**src/rtl/core/rs485hd_pkg.sv**
```systemverilog
// Package: types, constants and codes shared by the RS485 half-duplex FIFO controller.
`default_nettype none
package rs485hd_pkg;

	localparam int FIFO_DEPTH = 64;
	localparam int AW = (FIFO_DEPTH > 1) ? $clog2(FIFO_DEPTH) : 1;
	localparam int CW = $clog2(FIFO_DEPTH + 1);
	localparam int FILL_W = 7;

	typedef logic [AW-1:0] addr_t;
	typedef logic [CW-1:0] count_t;

	typedef enum logic [1:0] {
		OP_WRITE = 2'd0,
		OP_READ  = 2'd1,
		OP_EVENT = 2'd2
	} op_t;

	typedef struct packed {
		logic [1:0] op;
		logic [7:0] data;
		logic       rx_ready;
		logic       tx_empty;
		logic       tx_done;
	} item_t;

	typedef struct packed {
		logic              accepted;
		logic              read_valid;
		logic              tx_valid;
		logic              driving;
		logic [FILL_W-1:0] fill_level;
	} res_t;

	typedef struct packed {
		logic       we;
		addr_t      waddr;
		logic [7:0] wdata;
		logic       re;
		addr_t      raddr;
	} mem_cmd_t;

endpackage
`default_nettype wire

```
**src/rtl/core/rs485hd_if.sv**
```systemverilog
// Interfaces: input word channel and result word channel.
`default_nettype none
interface rs485hd_item_if;
	logic       valid;
	logic       ready;
	logic [1:0] op;
	logic [7:0] data;
	logic       rx_ready;
	logic       tx_empty;
	logic       tx_done;

	modport source (output valid, op, data, rx_ready, tx_empty, tx_done, input ready);
	modport sink (input valid, op, data, rx_ready, tx_empty, tx_done, output ready);
endinterface

interface rs485hd_result_if;
	logic       valid;
	logic       ready;
	logic       accepted;
	logic [7:0] read_data;
	logic       read_valid;
	logic [7:0] tx_data;
	logic       tx_valid;
	logic       driving;
	logic [6:0] fill_level;

	modport source (output valid, accepted, read_data, read_valid, tx_data, tx_valid,
		driving, fill_level, input ready);
	modport sink (input valid, accepted, read_data, read_valid, tx_data, tx_valid,
		driving, fill_level, output ready);
endinterface
`default_nettype wire

```
**src/rtl/core/rs485hd_mem.sv**
```systemverilog
// FIFO byte store: one write port and one registered read port.
`default_nettype none
module rs485hd_mem
	import rs485hd_pkg::*;
(
	input  wire logic     clk,
	input  wire mem_cmd_t cmd,
	output logic [7:0]    rdata
);

	logic [7:0] mem [FIFO_DEPTH];
	logic [7:0] rdata_q;

	always_ff @(posedge clk) begin
		if (cmd.we) begin
			mem[cmd.waddr] <= cmd.wdata;
		end
		if (cmd.re) begin
			rdata_q <= mem[cmd.raddr];
		end
	end

	assign rdata = rdata_q;

endmodule
`default_nettype wire

```
**src/rtl/core/rs485hd_ctrl.sv**
```systemverilog
// Direction mode, completion flags, FIFO pointers and per-word decisions.
`default_nettype none
module rs485hd_ctrl
	import rs485hd_pkg::*;
(
	input  wire logic  clk,
	input  wire logic  arst_n,
	input  wire logic  adv,
	input  wire item_t item,
	output res_t       res,
	output mem_cmd_t   cmd
);

	logic   tx_mode_q, empty_arm_q, done_arm_q;
	addr_t  head_q, tail_q;
	count_t count_q;

	logic   tx_mode_d, empty_arm_d, done_arm_d;
	logic   push, pop, accepted, read_valid, tx_valid;
	logic   full, empty, fire, push_rx;
	count_t count_d;
	logic [CW+FILL_W-1:0] count_ext;

	assign full  = (count_q == count_t'(FIFO_DEPTH));
	assign empty = (count_q == '0);

	always_comb begin
		tx_mode_d   = tx_mode_q;
		empty_arm_d = empty_arm_q;
		done_arm_d  = done_arm_q;
		push        = 1'b0;
		pop         = 1'b0;
		accepted    = 1'b0;
		read_valid  = 1'b0;
		tx_valid    = 1'b0;
		push_rx     = 1'b0;
		fire        = 1'b0;
		case (op_t'(item.op))
			OP_WRITE: begin
				if (tx_mode_q ? !full : empty) begin
					tx_mode_d   = 1'b1;
					empty_arm_d = 1'b1;
					push        = 1'b1;
					accepted    = 1'b1;
				end
			end
			OP_READ: begin
				if (!tx_mode_q && !empty) begin
					pop        = 1'b1;
					read_valid = 1'b1;
				end
			end
			OP_EVENT: begin
				push_rx = item.rx_ready && !tx_mode_q && !full;
				push    = push_rx;
				fire    = (item.tx_empty && empty_arm_q) || (item.tx_done && done_arm_q);
				if (fire) begin
					if (tx_mode_q && !empty) begin
						pop         = 1'b1;
						tx_valid    = 1'b1;
						done_arm_d  = 1'b0;
						empty_arm_d = 1'b1;
					end else begin
						empty_arm_d = 1'b0;
						if (item.tx_done) begin
							done_arm_d = 1'b0;
							tx_mode_d  = 1'b0;
						end else begin
							done_arm_d = 1'b1;
						end
					end
				end
			end
			default: begin
			end
		endcase
	end

	always_comb begin
		count_d = count_q;
		if (push) begin
			count_d = count_q + count_t'(1);
		end else if (pop) begin
			count_d = count_q - count_t'(1);
		end
	end

	function automatic addr_t next_ptr(input addr_t p);
		next_ptr = (p == addr_t'(FIFO_DEPTH - 1)) ? '0 : p + addr_t'(1);
	endfunction

	always_ff @(posedge clk or negedge arst_n) begin
		if (!arst_n) begin
			tx_mode_q   <= 1'b0;
			empty_arm_q <= 1'b0;
			done_arm_q  <= 1'b0;
			head_q      <= '0;
			tail_q      <= '0;
			count_q     <= '0;
		end else if (adv) begin
			tx_mode_q   <= tx_mode_d;
			empty_arm_q <= empty_arm_d;
			done_arm_q  <= done_arm_d;
			count_q     <= count_d;
			if (push) begin
				tail_q <= next_ptr(tail_q);
			end
			if (pop) begin
				head_q <= next_ptr(head_q);
			end
		end
	end

	assign cmd.we    = adv && push;
	assign cmd.waddr = tail_q;
	assign cmd.wdata = item.data;
	assign cmd.re    = adv && pop;
	assign cmd.raddr = head_q;

	assign count_ext      = {{FILL_W{1'b0}}, count_d};
	assign res.accepted   = accepted;
	assign res.read_valid = read_valid;
	assign res.tx_valid   = tx_valid;
	assign res.driving    = tx_mode_d;
	assign res.fill_level = count_ext[FILL_W-1:0];

endmodule
`default_nettype wire

```
**src/rtl/core/rs485_half_duplex_fifo_control_core.sv**
```systemverilog
// Top level: RS485 half-duplex direction control with one shared byte FIFO.
// Each word is a host write, a host read or a line event and yields exactly one result
// word. One word is accepted every cycle while the result channel is not stalled; a result
// passes through the input register, then the result register fed by the control logic and
// the FIFO memory's registered read port. A waiting result holds the result register while
// the input register takes one more word. No clearing pass runs after reset.
`default_nettype none
module rs485_half_duplex_fifo_control_core
	import rs485hd_pkg::*;
(
	input wire logic         clk,
	input wire logic         arst_n,
	rs485hd_item_if.sink     item,
	rs485hd_result_if.source result
);

	logic     valid_s1, valid_s2, adv;
	item_t    item_s1;
	res_t     res, res_s2;
	mem_cmd_t cmd;
	logic [7:0] rdata;

	assign adv        = valid_s1 && (!valid_s2 || result.ready);
	assign item.ready = !valid_s1 || adv;

	always_ff @(posedge clk or negedge arst_n) begin
		if (!arst_n) begin
			valid_s1 <= 1'b0;
		end else if (item.ready) begin
			valid_s1 <= item.valid;
		end
	end

	always_ff @(posedge clk) begin
		if (item.valid && item.ready) begin
			item_s1 <= '{op: item.op, data: item.data, rx_ready: item.rx_ready,
				tx_empty: item.tx_empty, tx_done: item.tx_done};
		end
	end

	rs485hd_ctrl u_ctrl (
		.clk    (clk),
		.arst_n (arst_n),
		.adv    (adv),
		.item   (item_s1),
		.res    (res),
		.cmd    (cmd)
	);

	rs485hd_mem u_mem (
		.clk   (clk),
		.cmd   (cmd),
		.rdata (rdata)
	);

	always_ff @(posedge clk or negedge arst_n) begin
		if (!arst_n) begin
			valid_s2 <= 1'b0;
		end else if (adv) begin
			valid_s2 <= 1'b1;
		end else if (result.ready) begin
			valid_s2 <= 1'b0;
		end
	end

	always_ff @(posedge clk) begin
		if (adv) begin
			res_s2 <= res;
		end
	end

	assign result.valid      = valid_s2;
	assign result.accepted   = res_s2.accepted;
	assign result.read_valid = res_s2.read_valid;
	assign result.read_data  = res_s2.read_valid ? rdata : 8'h00;
	assign result.tx_valid   = res_s2.tx_valid;
	assign result.tx_data    = res_s2.tx_valid ? rdata : 8'h00;
	assign result.driving    = res_s2.driving;
	assign result.fill_level = res_s2.fill_level;

	a_one_pop: assert property (@(posedge clk) disable iff (!arst_n)
		valid_s2 |-> !(res_s2.read_valid && res_s2.tx_valid))
		else $error("read and transmit pop in the same word");

	a_write_drives: assert property (@(posedge clk) disable iff (!arst_n)
		(valid_s2 && res_s2.accepted) |-> res_s2.driving)
		else $error("accepted write left receive mode");

	a_read_rx: assert property (@(posedge clk) disable iff (!arst_n)
		(valid_s2 && res_s2.read_valid) |-> !res_s2.driving)
		else $error("host read served while driving");

	a_stall_hold: assert property (@(posedge clk) disable iff (!arst_n)
		(valid_s2 && !result.ready) |=> (valid_s2 && $stable(res_s2)))
		else $error("result register changed while stalled");

endmodule
`default_nettype wire
```
**src/flat_wrapper.sv**
```systemverilog
// flat-port wrapper written by rule: the top's interface ports become plain ports
module rs485_half_duplex_fifo_control_core_flat import rs485hd_pkg::*;
  (clk, arst_n, item_valid, item_op, item_data, item_rx_ready, item_tx_empty, item_tx_done, item_ready, result_valid, result_accepted, result_read_data, result_read_valid, result_tx_data, result_tx_valid, result_driving, result_fill_level, result_ready);
  rs485hd_item_if item_i ();
  rs485hd_result_if result_i ();
  input wire logic clk;
  input wire logic arst_n;
  input wire logic [$bits(item_i.valid)-1:0] item_valid;
  input wire logic [$bits(item_i.op)-1:0] item_op;
  input wire logic [$bits(item_i.data)-1:0] item_data;
  input wire logic [$bits(item_i.rx_ready)-1:0] item_rx_ready;
  input wire logic [$bits(item_i.tx_empty)-1:0] item_tx_empty;
  input wire logic [$bits(item_i.tx_done)-1:0] item_tx_done;
  output wire logic [$bits(item_i.ready)-1:0] item_ready;
  output wire logic [$bits(result_i.valid)-1:0] result_valid;
  output wire logic [$bits(result_i.accepted)-1:0] result_accepted;
  output wire logic [$bits(result_i.read_data)-1:0] result_read_data;
  output wire logic [$bits(result_i.read_valid)-1:0] result_read_valid;
  output wire logic [$bits(result_i.tx_data)-1:0] result_tx_data;
  output wire logic [$bits(result_i.tx_valid)-1:0] result_tx_valid;
  output wire logic [$bits(result_i.driving)-1:0] result_driving;
  output wire logic [$bits(result_i.fill_level)-1:0] result_fill_level;
  input wire logic [$bits(result_i.ready)-1:0] result_ready;
  assign item_i.valid = item_valid;
  assign item_i.op = item_op;
  assign item_i.data = item_data;
  assign item_i.rx_ready = item_rx_ready;
  assign item_i.tx_empty = item_tx_empty;
  assign item_i.tx_done = item_tx_done;
  assign item_ready = item_i.ready;
  assign result_valid = result_i.valid;
  assign result_accepted = result_i.accepted;
  assign result_read_data = result_i.read_data;
  assign result_read_valid = result_i.read_valid;
  assign result_tx_data = result_i.tx_data;
  assign result_tx_valid = result_i.tx_valid;
  assign result_driving = result_i.driving;
  assign result_fill_level = result_i.fill_level;
  assign result_i.ready = result_ready;
  rs485_half_duplex_fifo_control_core u_core (.clk(clk), .arst_n(arst_n), .item(item_i), .result(result_i));
endmodule
```
**config.mk**
```make
export PLATFORM = sky130hd
export DESIGN_NAME = rs485_half_duplex_fifo_control_core_flat
export DESIGN_NICKNAME = d
export VERILOG_FILES = /design/src/rtl/core/rs485hd_pkg.sv /design/src/rtl/core/rs485hd_if.sv /design/src/rtl/core/rs485hd_mem.sv /design/src/rtl/core/rs485hd_ctrl.sv /design/src/rtl/core/rs485_half_duplex_fifo_control_core.sv /design/src/flat_wrapper.sv
export SDC_FILE = /design/constraint.sdc
export NUM_CORES = 1
export LEC_CHECK = 0
export BUFFER_PORTS_ARGS = -buffer_cell sky130_fd_sc_hd__buf_2
export CAP_MARGIN = 20
export CORE_MARGIN = 4
export CORE_UTILIZATION = 45
export CTS_CLUSTER_SIZE = 14
export DETAILED_ROUTE_END_ITERATION = 7
export PLACE_DENSITY = 0.65
export SLEW_MARGIN = 10
export SYNTH_ARGS = -nofsm -noshare
export SYNTH_HDL_FRONTEND = slang
export SYNTH_SLANG_ARGS = --single-unit
```
**constraint.sdc**
```tcl
create_clock -name clk -period 9.2 [get_ports clk]
set_clock_uncertainty 0.1 [all_clocks]
set_input_delay 1.38 -clock clk [delete_from_list [all_inputs] [get_ports clk]]
set_output_delay 1.38 -clock clk [all_outputs]
set_load 0.1 [all_outputs]
```
# Word level (Yosys, flattened, before mapping)
# Memory sizes are Yosys's and may differ from the RTL's. A register that Yosys moved wholly into a read port is not among the register bits.
# Index checks and enable logic that the tools add are counted.
# word_totals
mem_bits_rw,512
register_bits,48
n_memories,1
output_inout_bits,29
# classes
n_mux,27
n_reduce_logical,26
n_eq_ne,7
add_sub_neg,4
# mem_list
name,depth,word_bits,rd,rd_clocked_by_memory_dff,wr,line_no,rtl
u_core.u_mem.mem,64,8,1,1,1,rs485hd_mem.sv:11,logic [7:0] mem [FIFO_DEPTH];
# op_table
operator,count
$mux W1,17
$mux W8,2
$mux W7,2
$add A6 B1 Y6 const B,2
$eq A6 B6 Y1 const B,2
$mux W6,2
$logic_and A1 B1 Y1,10
$pmux W1 S2,4
$add A7 B1 Y7 const B,1
$eq A7 B7 Y1 const B,1
$logic_not A7 Y1,1
$sub A7 B1 Y7 const B,1
$logic_not A1 Y1,5
$ne A2 B2 Y1 const B,2
$reduce_and A2 Y1,2
$reduce_and A4 Y1,1
$reduce_bool A2 Y1,2
$logic_or A1 B1 Y1,3
$reduce_and A3 Y1,1
$eq A2 B1 Y1 const B,1
$eq A2 B2 Y1 const B,1
$logic_not A2 Y1,1

# Logic depth before layout (Yosys ltp)
# Gate-level depths: netlist (run 1).
# depth
ltp_word,8
ltp_mapped,9
depth_no_buf,8

# Cells and area by module
# A second synthesis (run 1) with hierarchy kept.
# unflattened
cells_unflattened,1177
area_unflattened_um2,22841.9
# modules_own_cells
mod,area_each_um2,n_inst,cells_each
rs485hd_mem,20246.9,1,940
rs485hd_ctrl,1670.4,1,189
rs485_half_duplex_fifo_control_core,924.6,1,48

# Worst setup path before layout (run 1)
# OpenSTA, ideal clock, no wires.
# synth_path
kind,in2out
start,input port result_ready
end,output port item_ready
arrival_time_ns,2.202
slack_ns,5.518
stages,1
t_required_ns,7.720
cell_sequence,nand3b_1
# synth_between
elab_chain_len,3
# synth_rtl
element,line_no,rtl
start: declaration,flat_wrapper.sv:23,input wire logic [$bits(result_i.ready)-1:0] result_ready;
$logic_or A1 B1 Y1,rs485_half_duplex_fifo_control_core.sv:23,assign adv = valid_s1 && (!valid_s2 || result.ready);
$logic_and A1 B1 Y1,rs485_half_duplex_fifo_control_core.sv:23,
$logic_or A1 B1 Y1,rs485_half_duplex_fifo_control_core.sv:24,assign item.ready = !valid_s1 || adv;
end: declaration,flat_wrapper.sv:14,output wire logic [$bits(item_i.ready)-1:0] item_ready;
# Every way passes these cells.

==> summary.json, run 1 <==
{
  "logic_synthesis": {
    "ys_top_cells_by_area": "edfxtp_1 72%, mux4_2 12%, dfrtp_1 2.6%",
    "synth.cell_area_sq_mm": 0.0227,
    "synth_top_cell_by_area": "edfxtp_1",
    "synthesis.instances": 1163,
    "ys_top_cells_by_count": "544 x edfxtp_1, 117 x mux4_2, 86 x nor2_1",
    "synth.yosys.warnings": 0,
    "synth.ff_latch_count": 568,
    "synth.top_cell.area_share_pct": 71.9,
    "yosysMostFrequentCell": "edfxtp_1",
    "post_synth_edffs": 544,
    "post_synth_num_cell_types": 66,
    "yosys_most_used_dff": "edfxtp_1",
    "synth_sequential_area_ratio_pct": 74.6,
    "mappedNetlistNets": 1187,
    "synth_area_per_inst_sq_um": 19.5,
    "async_flop_share_pct": 4.23
  },
  "sta": {
    "final-max-slew-violation-count": 0,
    "setup_viol": 0,
    "timing.fmax_mhz": 242,
    "rsz0062_at_grt": "no",
    "hold_violations": 0,
    "final.period_utilization_pct": 44.9,
    "fin_hold_ws_ps": 388,
    "post-route-worst-setup-slack_ps": 5070,
    "slew_headroom_pct": 37.2,
    "max_slew.worst_pin.slew_ps": 941,
    "final_period_minus_worst_setup_slack_ps": 4130,
    "fin_tns_setup_ps": 0
  },
  "clock_tree": {
    "postCtsHoldBufs": 0,
    "cts_tree": "built",
    "cts.repair_timing.setup_buffer_count": 0,
    "clk_latency_ps": 620,
    "cts_max_path_buffers": 3,
    "cts.reportedPaths.clkPinSlew_ps": 60,
    "root_buffer": "clkbuf_16",
    "cts-buffers-inserted": 58,
    "cts.htree.levels": 2,
    "cts_num_sinks": 568,
    "cts-resized-gates": 0
  },
  "setup_path": {
    "setup.worst_path.class": "flop to flop",
    "crit_fanout": 47,
    "crit_slowest_cell": "buf_4",
    "worst_path_required_ps": 9450,
    "crit_family": "buffers and inverters",
    "critPathCaptureType": "flop",
    "path_depth": 6,
    "critical_path.cell_chain": "buf_4 > buf_4 > mux4_2 > a221oi_1 > a21oi_1 > a22o_1",
    "worst_path_most_repeated_cell": "buf_4",
    "critPathLaunchType": "flop",
    "worstPathBufferInverterCount": 2,
    "worst-r2r-cell-count": 6,
    "cp_data_arrival_time_ps": 4370,
    "slowest_delay_ps": 840
  },
  "placed_design": {
    "placed_cells": 1836,
    "place_hpwl_mm": 30.2,
    "globalplace.congestion": 0.849,
    "buffer_ports.inserted": 45,
    "placed_cell_area_sq_mm": 0.0236,
    "place_ws_ps": 4720
  },
  "pwr": {
    "power.density_cell_area_mw_per_mm2": 274,
    "power_switching_mw": 2.05,
    "power_report.internal_total_mw": 4.90,
    "sw_frac_of_total_pct": 29.6,
    "vdd_drop_max_v": 0.000177,
    "clock_power_share_pct": 32.2,
    "p_leak_nw": 7.97,
    "seq_power_share_pct": 44.0,
    "p_comb_share_pct": 23.8
  },
  "route": {
    "detail-route-antenna-nets": 0,
    "wire_per_inst_um": 26.2,
    "drt_first_pass_iters": 5,
    "totalWireLength_mm": 50.9,
    "route.vias.total": 11400,
    "drt_first_iter_violations": 1296,
    "routed_via_density": 5.88,
    "detail_route.drc_violations": 0
  },
  "global_route": {
    "grt_pass1_vias": 11500,
    "grt_first_pass_wirelength_mm": 76.2,
    "grt.total_usage_pct": 19.1,
    "antenna_found_initial": 0,
    "overflow": 0,
    "grt_start_max_net_pins": 79
  },
  "floorplanning": {
    "num_rows": 82,
    "floorplan.initialDensity_pct": 45.4,
    "ios": 46,
    "die_height_um": 233,
    "dieWidth_um": 233,
    "core_sq_mm": 0.0501,
    "die_area_sq_mm": 0.0541
  },
  "worst_hold_path": {
    "hold_class": "flop to flop",
    "holdPathStages": 1
  },
  "finish": {
    "design_area_sq_mm": 0.0254,
    "final_cells": 1940,
    "antenna-diode-count": 0,
    "final_layout_size_suffix_gt1_share_pct": 22.3,
    "areaGrowthSynthToFinish_pct": 11.9,
    "fin_nets": 1249
  },
  "outcome": {
    "outcome": "complete, no violations"
  },
  "flow_run": {
    "drv_cap": 0
  }
}
worst register-to-register path, delay by kind of cell (launching register included):
| family | cells | cell delay, ps |
|---|---|---|
| buffers and inverters | 2 | 1560 |
| AOI/OAI and AO/OA | 3 | 810 |
| DFF | 1 | 700 |
| muxes | 1 | 700 |
cells by family after synthesis:
family,share of synthesized area (%)
buf+inv,1.58
fa+ha+maj,0.386
simple gates,4.83
flops,74.6
mux,14.1
compound gates,4.03
xor+xnor,0.540
power by group through the flow:
stage	clock network [mW]	logic [mW]	registers, mW
2_1_floorplan	0	1.23	3.11
3_3_place_gp	0	1.64	3.11
3_5_place_dp	0	1.66	3.11
4_1_cts	2.28	1.66	3.06
5_1_grt	2.40	1.76	3.07
6_report	2.24	1.65	3.06
state kept, by name (all words and copies together) (netlist names), 6 cells and up:
signal,flops
u_core.u_mem.mem,512
u_core.item_s1,13
u_core.u_mem.rdata,8
u_core.result.fill_level,7
u_core.u_ctrl.count_q,7
u_core.u_ctrl.head_q,6
u_core.u_ctrl.tail_q,6
layout make-up:
cell class | instances | area (sq um)
fillers | 4012 | 24700
flip-flops and latches | 568 | 16900
multi-input cells | 522 | 5410
clock buffers | 72 | 1500
well taps | 672 | 841
repair buffers | 62 | 373
clock inverters | 31 | 292
inverters | 13 | 48.8
metal layers:
metal  wire (um)  up-vias  global-route usage, %
li1            -     4888                      -
met1       21500     5959                   27.3
met2       24000      465                   29.4
met3        4140       87                   4.46
met4        1270        0                   5.92
met5           0        -                      0
stage by stage:
step | total power, mW | util (%)
finish | 6.95 | 50.8
global route | 7.23 | 50.8
CTS | 7.00 | 50.7
detailed placement | 4.77 | 47.1
global placement | 4.75 | 47.1
floorplan | 4.34 | -
final timing paths:
| check | from | to | slack, ps |
|---|---|---|---|
| worst max-delay path | u_core.u_ctrl.head_q[0] | u_core.u_mem.rdata[7] | 5070 |
| worst min-delay path | u_core.valid_s1 | u_core.result.valid | 390 |
| worst max register to register | u_core.u_ctrl.head_q[0] | u_core.u_mem.rdata[7] | 5070 |
| worst min register to register | u_core.valid_s1 | u_core.result.valid | 390 |
| max in group asynchronous | arst_n | u_core.u_ctrl.head_q[0] | 7860 |
| min in group asynchronous | arst_n | u_core.u_ctrl.tail_q[5] | 680 |
layout by cell type (no fill, tap or decap), types with 12 or more instances in the layout:
cell type and n:
a221oi_1 18, clkinv_1 16, o21ai_0 15, clkbuf_1 14, nor2_1 86, buf_4 16, nand2_1 26, and2_1 19
nand3_1 12, xnor2_1 13, clkbuf_16 58, o21ai_1 15, edfxtp_1 544, mux2i_1 50, dfrtp_1 20, buf_2 45
mux4_2 117
Power figures use the tool's default switching activity.
==> run 2, diff against run 1 <==
==> constraint.sdc (replaced) <==
create_clock -name clk -period 3.9 [get_ports clk]
set_clock_uncertainty 0.1 [all_clocks]
set_input_delay 0.585 -clock clk [delete_from_list [all_inputs] [get_ports clk]]
set_output_delay 0.585 -clock clk [all_outputs]
set_load 0.1 [all_outputs]
==> run 2 against run 1 <==
Net effect:
- sequential share of layout area decreased by 1.2 points
- global-route usage increased by 0.16 points
- die area unchanged
- power increased by 130%
- register-to-register slack got worse by 4600 ps
- critical path depth increased by 1
- fmax increased by 20%
- flip-flop and latch count unchanged
- first-iteration DRC count decreased by 5.2%
- largest cell class unchanged
==> summary.json, run 2 (synthesis gave the netlist of run 1 again) <==
{
  "clock_tree": {
    "cts_tree": {"value": "built", "change": "unchanged"},
    "cts-buffers-inserted": {"value": 57, "change": "was 58"},
    "cts.htree.levels": {"value": 2, "change": "unchanged"},
    "cts_num_sinks": {"value": 568, "change": "unchanged"},
    "cts-resized-gates": {"value": 0, "change": "unchanged"},
    "postCtsHoldBufs": {"value": 1, "change": "was 0"},
    "cts.reportedPaths.clkPinSlew": {"value": 60, "unit": "ps", "change": "about the same"},
    "root_buffer": {"value": "clkbuf_16", "change": "unchanged"},
    "cts_max_path_buffers": {"value": 3, "change": "unchanged"},
    "clk_latency": {"value": 620, "unit": "ps", "change": "about the same"},
    "cts.repair_timing.setup_buffer_count": {"value": 0, "change": "unchanged"}
  },
  "finish": {
    "most_frequent_cells_in_the_layout": {"value": "544 x edfxtp_1, 117 x mux4_2, 86 x nor2_1", "change": "unchanged"},
    "final_cells": {"value": 2008, "change": "was 1940"},
    "design_area": {"value": 0.0259, "unit": "sq mm", "change": "was 0.0254 sq mm"},
    "max_flop_register": {"value": "u_core.u_mem.mem", "change": "unchanged"},
    "final_layout_size_suffix_gt1_share": {"value": 26.3, "unit": "%", "change": "was 22.3%"},
    "antenna-diode-count": {"value": 0, "change": "unchanged"},
    "number_of_flip_flops_under_the_largest_register_name": {"value": 512, "change": "unchanged"},
    "most_frequent_standard_cell_in_the_layout_excluding_fill_and_tap_cells": {"value": "edfxtp_1", "change": "unchanged"},
    "fillerInstances": {"value": 3951, "change": "was 4012"},
    "finalCoreUtilization": {"value": 51.7, "unit": "%", "change": "was 50.8%"},
    "fin_nets": {"value": 1318, "change": "was 1249"},
    "areaGrowthSynthToFinish": {"value": 14.0, "unit": "%", "change": "was 11.9%"}
  },
  "setup_path": {
    "worst-r2r-cell-count": {"value": 7, "change": "was 6"},
    "cp_data_arrival_time": {"value": 3580, "unit": "ps", "change": "was 4370 ps"},
    "reg2reg_to": {"value": "u_core.u_mem.mem[6][0]", "change": "was u_core.u_mem.rdata[7]"},
    "critPathLaunchType": {"value": "flop", "change": "unchanged"},
    "critical_path.cell_chain": {"value": "inv_1 > ha_1 > nor2b_2 > a32oi_2 > nand3_2 > or4_1 > nor2_1", "change": "was buf_4 > buf_4 > mux4_2 > a221oi_1 > a21oi_1 > a22o_1"},
    "critPathCaptureType": {"value": "flop", "change": "unchanged"},
    "crit-reg2reg-launch": {"value": "u_core.u_ctrl.count_q[1]", "change": "was u_core.u_ctrl.head_q[0]"},
    "ff2ff_setup_slack": {"value": 460, "unit": "ps", "change": "was 5070 ps"},
    "setup.worst_path.class": {"value": "flop to flop", "change": "unchanged"},
    "slowest_delay": {"value": 730, "unit": "ps", "change": "was 840 ps"},
    "crit_fanout": {"value": 8, "change": "was 47"},
    "crit_slowest_cell": {"value": "or4_1", "change": "was buf_4"},
    "worst_path_required": {"value": 4040, "unit": "ps", "change": "was 9450 ps"}
  },
  "route": {
    "wire_per_inst": {"value": 25.5, "unit": "um", "change": "was 26.2 um"},
    "routed_via_density": {"value": 5.78, "change": "was 5.88"},
    "drt_first_iter_violations": {"value": 1229, "change": "was 1296"},
    "detail-route-antenna-nets": {"value": 0, "change": "unchanged"},
    "totalWireLength": {"value": 51.2, "unit": "mm", "change": "was 50.9 mm"},
    "detail_route.drc_violations": {"value": 0, "change": "unchanged"},
    "route.vias.total": {"value": 11600, "change": "was 11400"},
    "drt_first_pass_iters": {"value": 5, "change": "unchanged"}
  },
  "sta": {
    "slew_headroom": {"value": 23.7, "unit": "%", "change": "was 37.2%"},
    "timing.fmax": {"value": 291, "unit": "MHz", "change": "was 242 MHz"},
    "hold_violations": {"value": 0, "change": "unchanged"},
    "final_period_minus_worst_setup_slack": {"value": 3440, "unit": "ps", "change": "was 4130 ps"},
    "fin_tns_setup": {"value": 0, "unit": "ps", "change": "unchanged"},
    "final.period_utilization": {"value": 88.2, "unit": "%", "change": "was 44.9%"},
    "setup_viol": {"value": 0, "change": "unchanged"},
    "rsz0062_at_grt": {"value": "no", "change": "unchanged"},
    "final-max-slew-violation-count": {"value": 0, "change": "unchanged"},
    "max_slew.worst_pin.slew": {"value": 1140, "unit": "ps", "change": "was 941 ps"}
  },
  "floorplanning": {
    "dieWidth": {"value": 233, "unit": "um", "change": "unchanged"},
    "num_rows": {"value": 82, "change": "unchanged"},
    "core": {"value": 0.0501, "unit": "sq mm", "change": "unchanged"},
    "ios": {"value": 46, "change": "unchanged"},
    "floorplan.initialDensity": {"value": 45.4, "unit": "%", "change": "unchanged"},
    "die_area": {"value": 0.0541, "unit": "sq mm", "change": "unchanged"},
    "die_height": {"value": 233, "unit": "um", "change": "unchanged"}
  },
  "placed_design": {
    "placed_cells": {"value": 1906, "change": "was 1836"},
    "globalplace.congestion": {"value": 0.898, "change": "was 0.849"},
    "buffer_ports.inserted": {"value": 45, "change": "unchanged"},
    "place_hpwl": {"value": 31.7, "unit": "mm", "change": "was 30.2 mm"},
    "placed_cell_area": {"value": 0.0242, "unit": "sq mm", "change": "was 0.0236 sq mm"}
  },
  "worst_hold_path": {
    "timing.hold.worst.start": {"value": "item_data[1]", "change": "was u_core.valid_s1"},
    "holdPathStages": {"value": 1, "change": "unchanged"},
    "worst_hold_path.endpoint": {"value": "u_core.item_s1[4]", "change": "was u_core.result.valid"},
    "hold_class": {"value": "primary input to flop", "change": "was flop to flop"}
  },
  "flow_run": {
    "drv_cap": {"value": 0, "change": "unchanged"}
  },
  "pwr": {
    "p_leak": {"value": 8.30, "unit": "nW", "change": "was 7.97 nW"},
    "vdd_drop_max": {"value": 0.000340, "unit": "V", "change": "was 0.000177 V"},
    "power.density_cell_area": {"value": 630, "unit": "mW/mm^2", "change": "was 274 mW/mm^2"}
  },
  "outcome": {
    "outcome": {"value": "complete, no violations", "change": "unchanged"}
  },
  "global_route": {
    "grt_first_pass_wirelength": {"value": 77.3, "unit": "mm", "change": "was 76.2 mm"},
    "antenna_found_initial": {"value": 0, "change": "unchanged"},
    "grt_pass1_vias": {"value": 11800, "change": "was 11500"},
    "grt.total_usage": {"value": 19.2, "unit": "%", "change": "was 19.1%"},
    "grt_start_max_net_pins": {"value": 65, "change": "was 79"},
    "overflow": {"value": 0, "change": "unchanged"}
  }
}
==> run 2: worst max-delay path by stage <==
| stage | startpoint | end | slack (ps) | cells after the start |
|---|---|---|---|---|
| global route | u_core.u_ctrl.count_q[1] | u_core.u_mem.mem[54][0] | 210 | 7 |
| detailed placement | u_core.u_ctrl.count_q[1] | u_core.u_mem.mem[54][1] | 510 | 7 |
| floorplan | u_core.result.valid | u_core.u_mem.mem[62][0] | 850 | 7 |
| global placement | u_core.u_ctrl.count_q[0] | u_core.u_mem.mem[54][2] | 680 | 7 |
| CTS | u_core.u_ctrl.count_q[1] | u_core.u_mem.mem[54][0] | 490 | 7 |
| finish | u_core.u_ctrl.count_q[1] | u_core.u_mem.mem[6][0] | 460 | 7 |
==> run 2: power breakdown <==
group          leakage [nW]  total (mW)  internal [mW]  switching [mW]
combinational          2.28        4.01           1.72            2.28
sequential             5.20        7.28           6.88           0.399
clock                 0.822        5.01           2.82            2.19
total                  8.30        16.3           11.4            4.87
==> run 2: cell type report <==
type                            count  area, sq um  area share, %
Sequential cell                   568        16900           65.5
Clock inverter                     23          138          0.532
Timing Repair Buffer              132          943           3.65
Clock buffer                       78         1550           5.98
Multi-Input combinational cell    522         5410           20.9
Inverter                           13         48.8          0.189
Tap cell                          672          841           3.25
==> run 2: metal layers <==
layer  part of all wire [%]  GRT usage [%]
met5                      0              0
met4                    2.6           5.42
met3                    7.6           3.94
met2                     48           30.8
met1                     42           27.1
==> run 2: metrics by stage <==
stage | worst slack (ps) | hold slack, ps | power [mW]
after floorplan | 845 | 189 | 10.2
after global placement | 677 | 383 | 11.4
after detailed placement | 513 | 396 | 11.4
after CTS | 495 | 17.1 | 16.4
after global routing | 215 | 15.2 | 17.0
final | 462 | 51.1 | 16.3
==> run 2: critical path, delay by kind of cell (launching register included) <==
family                   cells  cell delay [ps]
adder cells (fa/ha/maj)      1              230
AND/OR/NAND/NOR              4             1810
flip-flops                   1              440
buffers and inverters        1              110
AO/OA/AOI/OAI                1              390
==> run 3, diff against run 2 <==
--- a/config.mk
+++ b/config.mk
@@ -11,7 +11,7 @@
 export CORE_UTILIZATION = 45
 export CTS_CLUSTER_SIZE = 14
 export DETAILED_ROUTE_END_ITERATION = 7
-export PLACE_DENSITY = 0.65
+export PLACE_DENSITY_LB_ADDON = 0.15
 export SLEW_MARGIN = 10
 export SYNTH_ARGS = -nofsm -noshare
 export SYNTH_HDL_FRONTEND = slang
==> run 3 against run 2 <==
Net effect:
- global-route usage increased by 0.97 points
- die area did not move
- flip-flop and latch count did not move
- wire length grew 5.3%
- combinational power increased by 2%
- hold slack improved by 1.7 ps
- core utilization grew 0.52 points
- clock power up 11%
- critical path depth unchanged
==> summary.json, run 3 (synthesis gave the netlist of run 1 again) <==
{
  "outcome": {
    "outcome": {"value": "complete, no violations", "change": "unchanged"}
  },
  "clock_tree": {
    "cts_max_path_buffers": {"value": 3, "change": "unchanged"},
    "cts.htree.levels": {"value": 2, "change": "unchanged"},
    "cts-buffers-inserted": {"value": 57, "change": "unchanged"},
    "cts.reportedPaths.clkPinSlew": {"value": 60, "unit": "ps", "change": "about the same"},
    "cts_tree": {"value": "built", "change": "unchanged"},
    "root_buffer": {"value": "clkbuf_16", "change": "unchanged"},
    "cts_num_sinks": {"value": 568, "change": "unchanged"},
    "clk_latency": {"value": 620, "unit": "ps", "change": "about the same"}
  },
  "floorplanning": {
    "floorplan.initialDensity": {"value": 45.4, "unit": "%", "change": "unchanged"},
    "die_area": {"value": 0.0541, "unit": "sq mm", "change": "unchanged"},
    "dieWidth": {"value": 233, "unit": "um", "change": "unchanged"},
    "num_rows": {"value": 82, "change": "unchanged"},
    "die_height": {"value": 233, "unit": "um", "change": "unchanged"},
    "ios": {"value": 46, "change": "unchanged"},
    "core": {"value": 0.0501, "unit": "sq mm", "change": "unchanged"}
  },
  "global_route": {
    "use_met3": {"value": 3.62, "unit": "%", "change": "was 3.94%"},
    "overflow": {"value": 0, "change": "unchanged"},
    "grt_pass1_vias": {"value": 11700, "change": "was 11800"},
    "grt_first_pass_wirelength": {"value": 80.1, "unit": "mm", "change": "was 77.3 mm"},
    "busiest_layer": {"value": "met2", "change": "unchanged"},
    "grt.total_usage": {"value": 20.2, "unit": "%", "change": "was 19.2%"},
    "grt_util_met1": {"value": 29.4, "unit": "%", "change": "was 27.1%"},
    "antenna_found_initial": {"value": 0, "change": "unchanged"},
    "routing_usage_on_met2": {"value": 32.0, "unit": "%", "change": "was 30.8%"},
    "grt_start_max_net_pins": {"value": 65, "change": "unchanged"}
  },
  "setup_path": {
    "ff2ff_setup_slack": {"value": 590, "unit": "ps", "change": "was 460 ps"},
    "critical_path.startpoint": {"value": "u_core.u_ctrl.count_q[0]", "change": "was u_core.u_ctrl.count_q[1]"},
    "crit-reg2reg-launch": {"value": "u_core.u_ctrl.count_q[0]", "change": "was u_core.u_ctrl.count_q[1]"},
    "worst-r2r-cell-count": {"value": 7, "change": "unchanged"},
    "reg2reg_to": {"value": "u_core.u_mem.mem[21][3]", "change": "was u_core.u_mem.mem[6][0]"},
    "crit_slowest_cell": {"value": "nor2_1", "change": "was or4_1"},
    "setup.worst_path.class": {"value": "flop to flop", "change": "unchanged"},
    "critPathCaptureType": {"value": "flop", "change": "unchanged"},
    "crit_fanout": {"value": 8, "change": "unchanged"},
    "crit_family": {"value": "simple AND/OR/NAND/NOR gates", "change": "unchanged"},
    "slowest_delay": {"value": 630, "unit": "ps", "change": "was 730 ps"},
    "worstPathBufferInverterCount": {"value": 1, "change": "unchanged"},
    "worst_path_required": {"value": 4040, "unit": "ps", "change": "about the same"},
    "cp_data_arrival_time": {"value": 3450, "unit": "ps", "change": "was 3580 ps"},
    "critical_path.cell_chain": {"value": "inv_1 > ha_1 > nor2b_2 > a32o_2 > nor3_4 > nand4_4 > nor2_1", "change": "was inv_1 > ha_1 > nor2b_2 > a32oi_2 > nand3_2 > or4_1 > nor2_1"},
    "critPathLaunchType": {"value": "flop", "change": "unchanged"}
  },
  "route": {
    "routed_via_density": {"value": 5.79, "change": "was 5.78"},
    "totalWireLength": {"value": 53.9, "unit": "mm", "change": "was 51.2 mm"},
    "drt_first_pass_iters": {"value": 5, "change": "unchanged"},
    "route.vias.total": {"value": 11700, "change": "was 11600"},
    "wire_per_inst": {"value": 26.7, "unit": "um", "change": "was 25.5 um"},
    "drt_first_iter_violations": {"value": 1109, "change": "was 1229"},
    "detail-route-antenna-nets": {"value": 0, "change": "unchanged"},
    "detail_route.drc_violations": {"value": 0, "change": "unchanged"}
  },
  "finish": {
    "most_frequent_cells_in_the_layout": {"value": "544 x edfxtp_1, 117 x mux4_2, 87 x buf_4", "change": "was 544 x edfxtp_1, 117 x mux4_2, 86 x nor2_1"},
    "antenna-diode-count": {"value": 0, "change": "unchanged"},
    "final_layout_size_suffix_gt1_share": {"value": 27.1, "unit": "%", "change": "was 26.3%"},
    "max_flop_register": {"value": "u_core.u_mem.mem", "change": "unchanged"},
    "number_of_flip_flops_under_the_largest_register_name": {"value": 512, "change": "unchanged"},
    "fin_nets": {"value": 1324, "change": "was 1318"},
    "areaGrowthSynthToFinish": {"value": 15.1, "unit": "%", "change": "was 14.0%"},
    "most_frequent_standard_cell_in_the_layout_excluding_fill_and_tap_cells": {"value": "edfxtp_1", "change": "unchanged"}
  },
  "worst_hold_path": {
    "timing.hold.worst.start": {"value": "item_data[5]", "change": "was item_data[1]"},
    "worst_hold_path.endpoint": {"value": "u_core.item_s1[8]", "change": "was u_core.item_s1[4]"},
    "holdPathStages": {"value": 1, "change": "unchanged"},
    "hold_class": {"value": "primary input to flop", "change": "unchanged"}
  },
  "sta": {
    "hold_violations": {"value": 0, "change": "unchanged"},
    "max_slew.worst_pin.slew": {"value": 877, "unit": "ps", "change": "was 1140 ps"},
    "fin_tns_setup": {"value": 0, "unit": "ps", "change": "unchanged"},
    "rsz0062_at_grt": {"value": "no", "change": "unchanged"},
    "timing.fmax": {"value": 302, "unit": "MHz", "change": "was 291 MHz"},
    "final-max-slew-violation-count": {"value": 0, "change": "unchanged"},
    "slew_headroom": {"value": 41.6, "unit": "%", "change": "was 23.7%"},
    "final_period_minus_worst_setup_slack": {"value": 3310, "unit": "ps", "change": "was 3440 ps"},
    "setup_viol": {"value": 0, "change": "unchanged"},
    "final.period_utilization": {"value": 84.9, "unit": "%", "change": "was 88.2%"},
    "fin_hold_ws": {"value": 52.8, "unit": "ps", "change": "was 51.1 ps"}
  },
  "pwr": {
    "vdd_drop_max": {"value": 0.000368, "unit": "V", "change": "was 0.000340 V"},
    "power.density_cell_area": {"value": 647, "unit": "mW/mm^2", "change": "was 630 mW/mm^2"},
    "p_leak": {"value": 8.44, "unit": "nW", "change": "was 8.30 nW"}
  },
  "placed_design": {
    "buffer_ports.inserted": {"value": 45, "change": "unchanged"},
    "place_hpwl": {"value": 33.1, "unit": "mm", "change": "was 31.7 mm"},
    "globalplace.congestion": {"value": 0.818, "change": "was 0.898"}
  },
  "flow_run": {
    "drv_cap": {"value": 0, "change": "unchanged"}
  }
}
[run 3: cell count changes in the layout (fill, tap and decap cells not counted)]
cell        delta
clkinvlp_4     +1
clkinv_1       +7
clkbuf_1       -9
clkinv_2       +1
bufinv_16      +7
buf_4          +6
[run 3: area by class of cell]
cell class	count	area [sq um]
Inverter	13	48.8
Tap cell	672	841
Sequential cell	568	16900
Timing Repair Buffer	138	988
Multi-Input combinational cell	522	5410
Fill cell	4033	23900
Clock inverter	39	387
Clock buffer	69	1510
[run 3: worst max-delay path by stage]
stage	end	depth (start not counted)	slack [ps]
after floorplan	u_core.u_mem.mem[62][0]	7	850
after global placement	u_core.u_mem.mem[7][0]	7	660
after detailed placement	u_core.u_mem.mem[21][6]	7	570
after CTS	u_core.u_mem.mem[21][2]	7	580
after global routing	u_core.u_mem.mem[21][5]	7	390
final	u_core.u_mem.mem[21][3]	7	590
[run 3: repair_timing]
| item | CTS | global route |
|---|---|---|
| gates resized for setup | 0 | 0 |
| hold buffers | 1 | 0 |
| buffers inserted | 0 | 0 |
| setup endpoints to repair | 0 | 0 |
| endpoints found under the hold margin | 24 | 0 |
[run 3: stage by stage]
| step | instances | total power [mW] | cell area, sq um | setup WS [ps] | utilization (%) |
|---|---|---|---|---|---|
| after floorplan | 1163 | 10.2 | 22700 | 845 | - |
| after global placement | 1912 | 11.5 | 24200 | 657 | 48.4 |
| after detailed placement | 1912 | 11.5 | 24200 | 569 | 48.4 |
| after CTS | 2021 | 17.1 | 26100 | 579 | 52.2 |
| after global routing | 2021 | 17.6 | 26100 | 391 | 52.2 |
| final | 2021 | 16.9 | 26100 | 587 | 52.2 |
[run 3: layer usage]
metal,wire length (um),share of wire [%],up-vias
li1,-,-,5038
met1,23700,44,6177
met2,25700,48,395
met3,3200,5.9,86
met4,1280,2.4,0
met5,0,0,-
[run 3: power by group]
group | total (mW) | internal [mW] | switching [mW]
combinational | 4.10 | 1.76 | 2.34
sequential | 7.27 | 6.88 | 0.395
clock | 5.55 | 3.28 | 2.27
total | 16.9 | 11.9 | 5.01
